**config.mk**
```make
export PLATFORM = sky130hd
export DESIGN_NAME = pausable_interval_stopwatch_top
export DESIGN_NICKNAME = d
export VERILOG_FILES = /design/src/rtl/core/psw_pkg.sv /design/src/rtl/core/psw_div.sv /design/src/rtl/core/pausable_interval_stopwatch_top.sv
export SDC_FILE = /design/constraint.sdc
export NUM_CORES = 2
export LEC_CHECK = 0
export BUFFER_PORTS_ARGS = -buffer_cell sky130_fd_sc_hd__buf_2
export CAP_MARGIN = 5
export CORE_MARGIN = 2
export CORE_UTILIZATION = 35
export DETAILED_ROUTE_END_ITERATION = 8
export PLACE_DENSITY = 0.55
export SETUP_SLACK_MARGIN = 0.1
export SYNTH_ARGS = -nofsm -noshare
export SYNTH_HDL_FRONTEND = slang
export SYNTH_SLANG_ARGS = --single-unit
```
**constraint.sdc**
```tcl
create_clock -name clk -period 18.83 [get_ports clk]
set_clock_uncertainty 0.1 [all_clocks]
set_input_delay 3.766 -clock clk [delete_from_list [all_inputs] [get_ports clk]]
set_output_delay 3.766 -clock clk [all_outputs]
set_load 0.02 [all_outputs]
```
**src/rtl/core/psw_pkg.sv**
```systemverilog
package psw_pkg;

	localparam int TIME_WIDTH_DEF = 64;

	localparam logic [2:0] OP_RESTART  = 3'd0;
	localparam logic [2:0] OP_QUERY    = 3'd1;
	localparam logic [2:0] OP_CHECK    = 3'd2;
	localparam logic [2:0] OP_CONS_ONE = 3'd3;
	localparam logic [2:0] OP_CONS_ALL = 3'd4;
	localparam logic [2:0] OP_PAUSE    = 3'd5;
	localparam logic [2:0] OP_RESUME   = 3'd6;

	typedef struct packed {
		logic [2:0]  op;
		logic [63:0] now_ticks;
	} in_item_t;

	typedef struct packed {
		logic [63:0] elapsed_ticks;
		logic        has_elapsed;
		logic [31:0] intervals_consumed;
		logic        is_paused;
	} out_item_t;

	typedef enum logic [2:0] {
		ST_IDLE,
		ST_SCAN,
		ST_APPLY,
		ST_DIV,
		ST_WRITE
	} state_t;

endpackage

```
**src/rtl/core/psw_div.sv**
```systemverilog
module psw_div import psw_pkg::*; #(
	parameter int W = TIME_WIDTH_DEF
) (
	input  logic         clk,
	input  logic         arst_n,
	input  logic         start,
	input  logic [W-1:0] dividend,
	input  logic [W-1:0] divisor,
	output logic         done,
	output logic [W-1:0] quot,
	output logic [W-1:0] rem
);

	localparam int CW = $clog2(W);

	logic [W-1:0]  rem_q;
	logic [W-1:0]  quo_q;
	logic [W-1:0]  dsr_q;
	logic [CW-1:0] cnt_q;
	logic          busy_q;
	logic          done_q;
	logic [W:0]    shifted;
	logic [W:0]    diff;

	assign shifted = {rem_q, quo_q[W-1]};
	assign diff    = shifted - {1'b0, dsr_q};

	always_ff @(posedge clk or negedge arst_n) begin
		if (!arst_n) begin
			busy_q <= 1'b0;
			done_q <= 1'b0;
			cnt_q  <= '0;
		end else begin
			done_q <= 1'b0;
			if (start) begin
				busy_q <= 1'b1;
				cnt_q  <= '0;
			end else if (busy_q) begin
				cnt_q <= cnt_q + CW'(1);
				if (cnt_q == CW'(W - 1)) begin
					busy_q <= 1'b0;
					done_q <= 1'b1;
				end
			end
		end
	end

	always_ff @(posedge clk) begin
		if (start) begin
			rem_q <= '0;
			quo_q <= dividend;
			dsr_q <= divisor;
		end else if (busy_q) begin
			if (!diff[W]) begin
				rem_q <= diff[W-1:0];
				quo_q <= {quo_q[W-2:0], 1'b1};
			end else begin
				rem_q <= shifted[W-1:0];
				quo_q <= {quo_q[W-2:0], 1'b0};
			end
		end
	end

	assign done = done_q;
	assign quot = quo_q;
	assign rem  = rem_q;

endmodule

```
**src/rtl/core/pausable_interval_stopwatch_top.sv**
```systemverilog
// Channel  Direction  Handshake              Payload
// cfg      in         cfg_we                 cfg_wdata (interval_ticks)
// in       in         in_valid / in_ready    in_item (op, now_ticks)
// out      out        out_valid / out_ready  out_item (elapsed, flag, count, paused)
//
// An item passes the states IDLE, where it is accepted, SCAN, a bit-serial pass over
// all time registers, APPLY for the op and WRITE to load the output register, which
// waits while that register stalls. Consume-all with an elapsed, nonzero interval also
// passes DIV, the radix-2 divider, between APPLY and WRITE. One item is worked on at a
// time; the next is taken once the result sits in the output register, even while that
// register stalls.
// Reset clears the timer state and the interval at once; no clearing pass.
module pausable_interval_stopwatch_top import psw_pkg::*; #(
	parameter int TIME_WIDTH = TIME_WIDTH_DEF
) (
	input  logic      clk,
	input  logic      arst_n,
	input  logic      cfg_we,
	input  logic [63:0] cfg_wdata,
	input  logic      in_valid,
	output logic      in_ready,
	input  in_item_t  in_item,
	output logic      out_valid,
	input  logic      out_ready,
	output out_item_t out_item
);

	localparam int TW = TIME_WIDTH;
	localparam int CW = $clog2(TW);

	state_t state_q, state_d;

	logic [TW-1:0] now_q, start_q, ded_q, pmark_q, int_q;
	logic [TW-1:0] e_q, alt_q, sum_q;
	logic [CW-1:0] cnt_q;
	logic [2:0]    op_q;
	logic          paused_q, hi_nz_q, int_nz_q;
	logic          b1_q, c2_q, b3_q, b4_q, c5_q, c6_q, gt_q;
	logic          has_q;
	logic [31:0]   cons_q;
	logic          out_valid_q;
	out_item_t     out_q;

	logic accept, scan_last, has, div_go, slot_free, out_load;
	logic div_done;
	logic [TW-1:0] div_quot, div_rem;
	logic [63:0]   quot_ext;

	logic n, s, p, d, k, x, dnew, e1, e, nb1, nc2, nb3, nb4;

	assign accept    = in_valid && in_ready;
	assign scan_last = (cnt_q == CW'(TW - 1));
	assign has       = gt_q && !hi_nz_q;
	assign slot_free = !out_valid_q || out_ready;
	assign quot_ext  = 64'(div_quot);

	always_comb begin
		state_d = state_q;
		case (state_q)
			ST_IDLE:  if (in_valid) state_d = ST_SCAN;
			ST_SCAN:  if (scan_last) state_d = ST_APPLY;
			ST_APPLY: state_d = div_go ? ST_DIV : ST_WRITE;
			ST_DIV:   if (div_done) state_d = ST_WRITE;
			ST_WRITE: if (slot_free) state_d = ST_IDLE;
			default:  state_d = ST_IDLE;
		endcase
	end

	always_comb begin
		in_ready = 1'b0;
		div_go   = 1'b0;
		out_load = 1'b0;
		case (state_q)
			ST_IDLE:  in_ready = 1'b1;
			ST_APPLY: div_go = (op_q == OP_CONS_ALL) && has && int_nz_q;
			ST_WRITE: out_load = slot_free;
			default:  ;
		endcase
	end

	// one bit of every time register per cycle, LSB first
	always_comb begin
		n    = now_q[0];
		s    = start_q[0];
		p    = pmark_q[0];
		d    = ded_q[0];
		k    = int_q[0];
		x    = n ^ p ^ b1_q;
		nb1  = (~n & p) | (~(n ^ p) & b1_q);
		dnew = paused_q ? (d ^ x ^ c2_q) : d;
		nc2  = (d & x) | (d & c2_q) | (x & c2_q);
		e1   = n ^ s ^ b3_q;
		nb3  = (~n & s) | (~(n ^ s) & b3_q);
		e    = e1 ^ dnew ^ b4_q;
		nb4  = (~e1 & dnew) | (~(e1 ^ dnew) & b4_q);
	end

	always_ff @(posedge clk or negedge arst_n) begin
		if (!arst_n) begin
			state_q     <= ST_IDLE;
			out_valid_q <= 1'b0;
			int_q       <= '0;
			hi_nz_q     <= 1'b0;
			int_nz_q    <= 1'b0;
			start_q     <= '0;
			ded_q       <= '0;
			pmark_q     <= '0;
			paused_q    <= 1'b0;
			cnt_q       <= '0;
		end else begin
			state_q <= state_d;
			if (out_load) begin
				out_valid_q <= 1'b1;
			end else if (out_ready) begin
				out_valid_q <= 1'b0;
			end
			if (cfg_we) begin
				int_q    <= cfg_wdata[TW-1:0];
				hi_nz_q  <= (cfg_wdata >> TW) != 64'd0;
				int_nz_q <= cfg_wdata != 64'd0;
			end
			if (accept) begin
				cnt_q <= '0;
			end
			if (state_q == ST_SCAN) begin
				cnt_q   <= cnt_q + CW'(1);
				start_q <= {s, start_q[TW-1:1]};
				ded_q   <= {dnew, ded_q[TW-1:1]};
				pmark_q <= {paused_q ? n : p, pmark_q[TW-1:1]};
				int_q   <= {k, int_q[TW-1:1]};
			end
			if (state_q == ST_APPLY) begin
				case (op_q)
					OP_RESTART: begin
						start_q <= now_q;
						ded_q   <= '0;
					end
					OP_CHECK: begin
						if (has) begin
							start_q <= now_q;
							ded_q   <= '0;
						end
					end
					OP_CONS_ONE: begin
						if (has) ded_q <= alt_q;
					end
					OP_PAUSE: begin
						paused_q <= 1'b1;
						pmark_q  <= now_q;
					end
					OP_RESUME: paused_q <= 1'b0;
					default: ;
				endcase
			end
			// add count * interval, which is elapsed minus the remainder
			if (state_q == ST_DIV && div_done) begin
				ded_q <= sum_q - div_rem;
			end
		end
	end

	always_ff @(posedge clk) begin
		if (accept) begin
			op_q  <= in_item.op;
			now_q <= in_item.now_ticks[TW-1:0];
			b1_q  <= 1'b0;
			c2_q  <= 1'b0;
			b3_q  <= 1'b0;
			b4_q  <= 1'b0;
			c5_q  <= 1'b0;
			c6_q  <= 1'b0;
			gt_q  <= 1'b0;
		end else if (state_q == ST_SCAN) begin
			now_q <= {n, now_q[TW-1:1]};
			b1_q  <= nb1;
			c2_q  <= nc2;
			b3_q  <= nb3;
			b4_q  <= nb4;
			e_q   <= {e, e_q[TW-1:1]};
			alt_q <= {dnew ^ k ^ c5_q, alt_q[TW-1:1]};
			c5_q  <= (dnew & k) | (dnew & c5_q) | (k & c5_q);
			sum_q <= {dnew ^ e ^ c6_q, sum_q[TW-1:1]};
			c6_q  <= (dnew & e) | (dnew & c6_q) | (e & c6_q);
			if (e != k) gt_q <= e & ~k;
		end
		if (state_q == ST_APPLY) begin
			has_q  <= has;
			cons_q <= (op_q == OP_CONS_ONE && has) ? 32'd1 : 32'd0;
		end
		if (state_q == ST_DIV && div_done) begin
			cons_q <= (quot_ext[63:32] != 32'd0) ? 32'hFFFF_FFFF : quot_ext[31:0];
		end
		if (out_load) begin
			out_q.elapsed_ticks      <= 64'(e_q);
			out_q.has_elapsed        <= has_q;
			out_q.intervals_consumed <= cons_q;
			out_q.is_paused          <= paused_q;
		end
	end

	psw_div #(
		.W(TW)
	) u_div (
		.clk      (clk),
		.arst_n   (arst_n),
		.start    (div_go),
		.dividend (e_q),
		.divisor  (int_q),
		.done     (div_done),
		.quot     (div_quot),
		.rem      (div_rem)
	);

	assign out_valid = out_valid_q;
	assign out_item  = out_q;

endmodule

```
* After elaboration in Yosys (flattened, before gate mapping)
Cells that the tools add are included.
Widths: inputs -> output; s select.
** Cells by class
- Reductions and logical operators :: 21
- Shifts and indexed selects :: 0
- Equality and inequality tests :: 16
- Divide/modulo/power cells :: 0
- Mux-type cells :: 49
- Add/subtract/negate cells :: 4
- $mul :: 0
- Bitwise gates (word level) :: 44
- $lt $le $gt $ge :: 0
** Operators by type and width (number)
- $mux 64 :: 18
- $pmux 64 s3 :: 1
- $pmux 64 s2 :: 1
- $mux 32 :: 3
- $sub 65x64->65 :: 1
- $reduce_bool 64->1 :: 1
- $sub 64x64->64 :: 1
- $reduce_bool 32->1 :: 1
- $mux 6 :: 4
- $and 1x1->1 :: 16
- $mux 1 :: 15
- $mux 3 :: 5
- $pmux 3 s5 :: 1
- $add 6x1->6 const B :: 2
- $eq 3x2->1 const B :: 4
- $eq 3x3->1 const B :: 4
- $eq 6x6->1 const B :: 2
- $reduce_bool 2->1 :: 6
- $xor 1x1->1 :: 12
- $or 1x1->1 :: 9
- $not 1->1 :: 7
- $logic_not 3->1 :: 2
- $ne 2x2->1 const B :: 3
- $reduce_and 2->1 :: 3
- 8 further kinds :: 12
** Storage, ports and cells
- Output and inout bits :: 100
- Bits in latches :: 0
- Memory bits (read-only) :: 0
- Bits of input ports :: 136
- Memories kept :: 0
- Bits in writable memories :: 0
- Register bits after elaboration :: 865

* Logic depth before layout (Yosys ltp)
- Depth after elaboration :: 10
- Gate-level depth with buffers :: 16

* Modules after synthesis
Synthesis repeated with hierarchy kept, for this count alone.
** Unflattened totals
- Cells, all modules :: 3902
- Area total of the unflattened synthesis :: 42092.9 sq um
** By module, submodules not included
- pausable_interval_stopwatch_top :: area each 30111.4 sq um, cells an instance 2695, times used 1
- psw_div :: area each 11981.5 sq um, cells an instance 1207, times used 1

* Worst setup path before layout
OpenSTA, ideal clock, no wires.
- Path type :: input to register
- From :: input out_ready
- To :: register out_q, in the netlist out_item[0] (enable)
- Stages on the path :: 2
- Path buffers :: 0
- Slack :: 10282 ps
- Arrival :: 7892 ps
- Path through :: nor2b_1 nor2_1
** On the way
- Word-level cells in the longest chain between the ends :: 2
** Ends and longest elaborated chain
- start: declaration :: RTL line pausable_interval_stopwatch_top.sv:24 : input logic out_ready,
- $logic_or 1x1->1 :: RTL line pausable_interval_stopwatch_top.sv:54 : assign slot_free = !out_valid_q || out_ready;
- $mux 1 :: RTL line pausable_interval_stopwatch_top.sv:73 : case (state_q)
- via out_load :: RTL line pausable_interval_stopwatch_top.sv:44 : logic accept, scan_last, has, div_go, slot_free, out_load;
- end: declaration :: RTL line pausable_interval_stopwatch_top.sv:42 : out_item_t out_q;
The timed path passes the listed nets, and every way through them passes these cells.
A chain may end at the register's enable or synchronous reset.

* Worst setup path after layout
- From :: register state_q[0]
- To :: output in_ready
** On the way
- Word-level cells in the longest chain between the ends :: 2
** Ends and longest elaborated chain
- start: declaration :: RTL line pausable_interval_stopwatch_top.sv:31 : state_t state_q, state_d;
- start signal: assignment :: RTL line pausable_interval_stopwatch_top.sv:111 : state_q <= state_d;
- $logic_not 3->1 :: RTL line pausable_interval_stopwatch_top.sv:73
- $mux 1 :: RTL line pausable_interval_stopwatch_top.sv:73
- end: declaration :: RTL line pausable_interval_stopwatch_top.sv:21 : output logic in_ready,
No other way between the ends.

==> flow_metrics.py <==
metrics = {
    "power_and_ir_drop": {
        "seq_power_share_pct": 39.0,
        "swShare_pct": 39.1,
        "combPwrFrac_pct": 39.2,
        "worst_ir_drop_vdd_v": 0.000105,
        "netSwitchingPower_mw": 3.44,
        "powerDensity_nw_per_um2": 186,
        "p_clk_share_pct": 21.8,
        "p_leak_nw": 19.1,
        "p_int_mw": 5.35,
    },
    "clock_network": {
        "cts_setup_buffers": 0,
        "htreeDepth": 3,
        "cts_tree": "done",
        "clock-sinks": 865,
        "clk_pin_slew_ps": 60,
        "cts_resized": 0,
        "cts-root-buf": "clkbuf_16",
        "clock_latency_ps": 680,
        "cts.path.max_buffers": 3,
        "cts_buffers": 95,
        "ctsHoldBuffers": 0,
    },
    "yosys": {
        "synth_area_um2": 41500,
        "synth_cell_type_count": 91,
        "synth_seq_cells": 865,
        "ys_seq_area_share_pct": 57.6,
        "synthArstFlopShare_pct": 31.9,
        "syn_avg_cell_area_um2": 10.8,
        "yosysWarnings": 0,
        "synth_cells": 3857,
        "synth_nets": 4130,
        "synth-edff-count": 518,
        "synth_flop_cell": "edfxtp_1",
    },
    "final_layout": {
        "layout_commonest_cell": "nand2_1",
        "area_growth_pct": 13.7,
        "stdcell_count": 5610,
        "fill_cells": 11482,
        "final_nets": 4266,
        "final_cell_mix": "nand2_1 (646), edfxtp_1 (518), a21oi_1 (346), o21ai_0 (335), dfrtp_1 (275)",
        "drive_gt1_share_pct": 12.6,
        "multi_input_area_um2": 16000,
        "seqCellArea_um2": 23900,
    },
    "sta": {
        "max_slew_margin_pct": 25.0,
        "grt_setup_unrepaired": "no",
        "worst_pin_slew_ps": 1130,
        "setup_viol": 0,
        "layout_min_cycle_time_ps": 5610,
        "max_freq_ghz": 0.178,
        "hold_viol": 0,
        "fin_ws_ps": 13220,
        "drv_slew": 0,
        "period_share_pct": 29.8,
        "finalSetupTns_ps": 0,
        "holdWs_ps": 317,
    },
    "worst_setup_path": {
        "reg2reg_depth": 16,
        "startpoint_type": "flip-flop",
        "crit_type": "flip-flop to output pin",
        "cp.arrival_ps": 1740,
        "worstSetupEndpointType": "output pin",
        "cp_data_required_time_ps": 14960,
        "critPathMaxFanout": 9,
    },
    "detailed_routing": {
        "vias_per_cell": 5.09,
        "vias": 28573,
        "drc": 0,
        "drt_iter0_drc": 1935,
        "dr.pass1.iters": 5,
        "routed_wl_um": 98000,
        "ant_nets": 0,
        "wl_per_cell_um": 17.5,
    },
    "hold_path": {
        "holdPathStages": 0,
        "hp-class": "flip-flop to flip-flop",
    },
    "placement": {
        "placed_cells": 5432,
        "pre_cts_ws_ps": 12640,
        "gp_congestion": 0.869,
        "io_buffers": 235,
        "dp_hpwl_um": 67000,
    },
    "die": {
        "io_pins": 236,
        "dieArea_um2": 121000,
        "coreArea_um2": 118000,
        "die_h_um": 348,
        "rows": 126,
        "initial_core_util_pct": 35.2,
        "chipWidth_um": 348,
    },
    "grt": {
        "grt.total_usage_pct": 16.0,
        "grt-ovfl-total": 0,
        "antenna_found_initial": 6,
        "grt_max_degree": 129,
        "grt_pass1_wl_um": 157000,
        "first_global_vias": 27934,
    },
    "status": {
        "status": "finished, final reports clean",
    },
    "run": {
        "drv_cap": 0,
    },
}
layer usage:
| layer | vias up | global-route usage [%] | part of all wire (%) |
|---|---|---|---|
| met4 | 2 | 4.08 | 2.0 |
| met3 | 122 | 2.26 | 3.9 |
| met5 | - | 0 | 0.012 |
| met1 | 13805 | 21.8 | 46 |
| li1 | 14113 | - | - |
| met2 | 531 | 26.8 | 48 |
registers in the layout, indices dropped and copies added (netlist names), 6 cells and up:
name	count
out_item	98
alt_q	64
ded_q	64
e_q	64
int_q	64
now_q	64
pmark_q	64
start_q	64
sum_q	64
u_div.dsr_q	64
u_div.quot	64
u_div.rem	64
cons_q	32
cnt_q	6
u_div.cnt_q	6
Yosys cell counts (all sizes together), types with 35 or more instances:
library cell	count	area, um2
ha	130	1630
dfxtp	71	1420
xor2	53	472
a211oi	93	703
a21oi	348	1750
edfxtp	518	15600
o21ai	340	1710
nand2	646	2420
xnor2	76	666
mux2i	194	1940
nor2	195	732
a31oi	35	219
nand4	56	350
buf	40	213
clkbuf	180	692
inv	178	668
a21o	55	417
dfrtp	276	6910
mux2	64	721
path summary, 6_finish.rpt:
check / from / endpoint / slack, ps
max in group asynchronous: arst_n / int_q[59] / 13510
min in group asynchronous: arst_n / start_q[43] / 3030
min reg2reg: cons_q[6] / out_item[7] / 320
max: state_q[0] / in_ready / 13220
max reg2reg: u_div.quot[63] / u_div.rem[4] / 13830
min: cons_q[6] / out_item[7] / 320
per-stage QoR:
step	power [mW]	utilization [%]	instance area [um2]
finish	8.79	40.0	47200
global route	9.46	40.0	47200
CTS	8.89	40.0	47200
detailed placement	6.93	37.3	43900
global placement	6.90	37.3	43900
floorplan	6.01	-	41500
layout make-up:
cell class	count	area share (%)
diodes	1	0.00531
well taps	1536	4.08
clock buffers	121	5.42
repair buffers	266	3.01
inverters	179	1.45
multi-input cells	2586	34.0
clock inverters	56	1.43
flip-flops and latches	865	50.6
cells by family after synthesis:
| logic type | count (synthesis) | share of synthesized area [%] |
|---|---|---|
| xor gates and xnor gates | 129 | 2.74 |
| buffers and inverters | 406 | 4.02 |
| muxes | 258 | 6.42 |
| DFF | 865 | 57.6 |
| AOI/OAI and AO/OA | 1002 | 14.2 |
| and+or+nand+nor | 1060 | 10.8 |
| adders and majority gates | 137 | 4.26 |
power groups by stage:
stage,clock (mW),combinational [mW],sequential [mW]
after floorplan,0,2.68,3.32
after detailed placement,0,3.47,3.47
after CTS,1.97,3.48,3.44
after global routing,2.04,3.89,3.52
after global placement,0,3.43,3.47
final,1.91,3.45,3.43
worst max-delay path, cell delays in order (launching register included):
cell and delay, ps:
dfrtp_1 510, nor3_1 350, buf_2 230
Note: power is estimated with default switching activity, not from simulation.
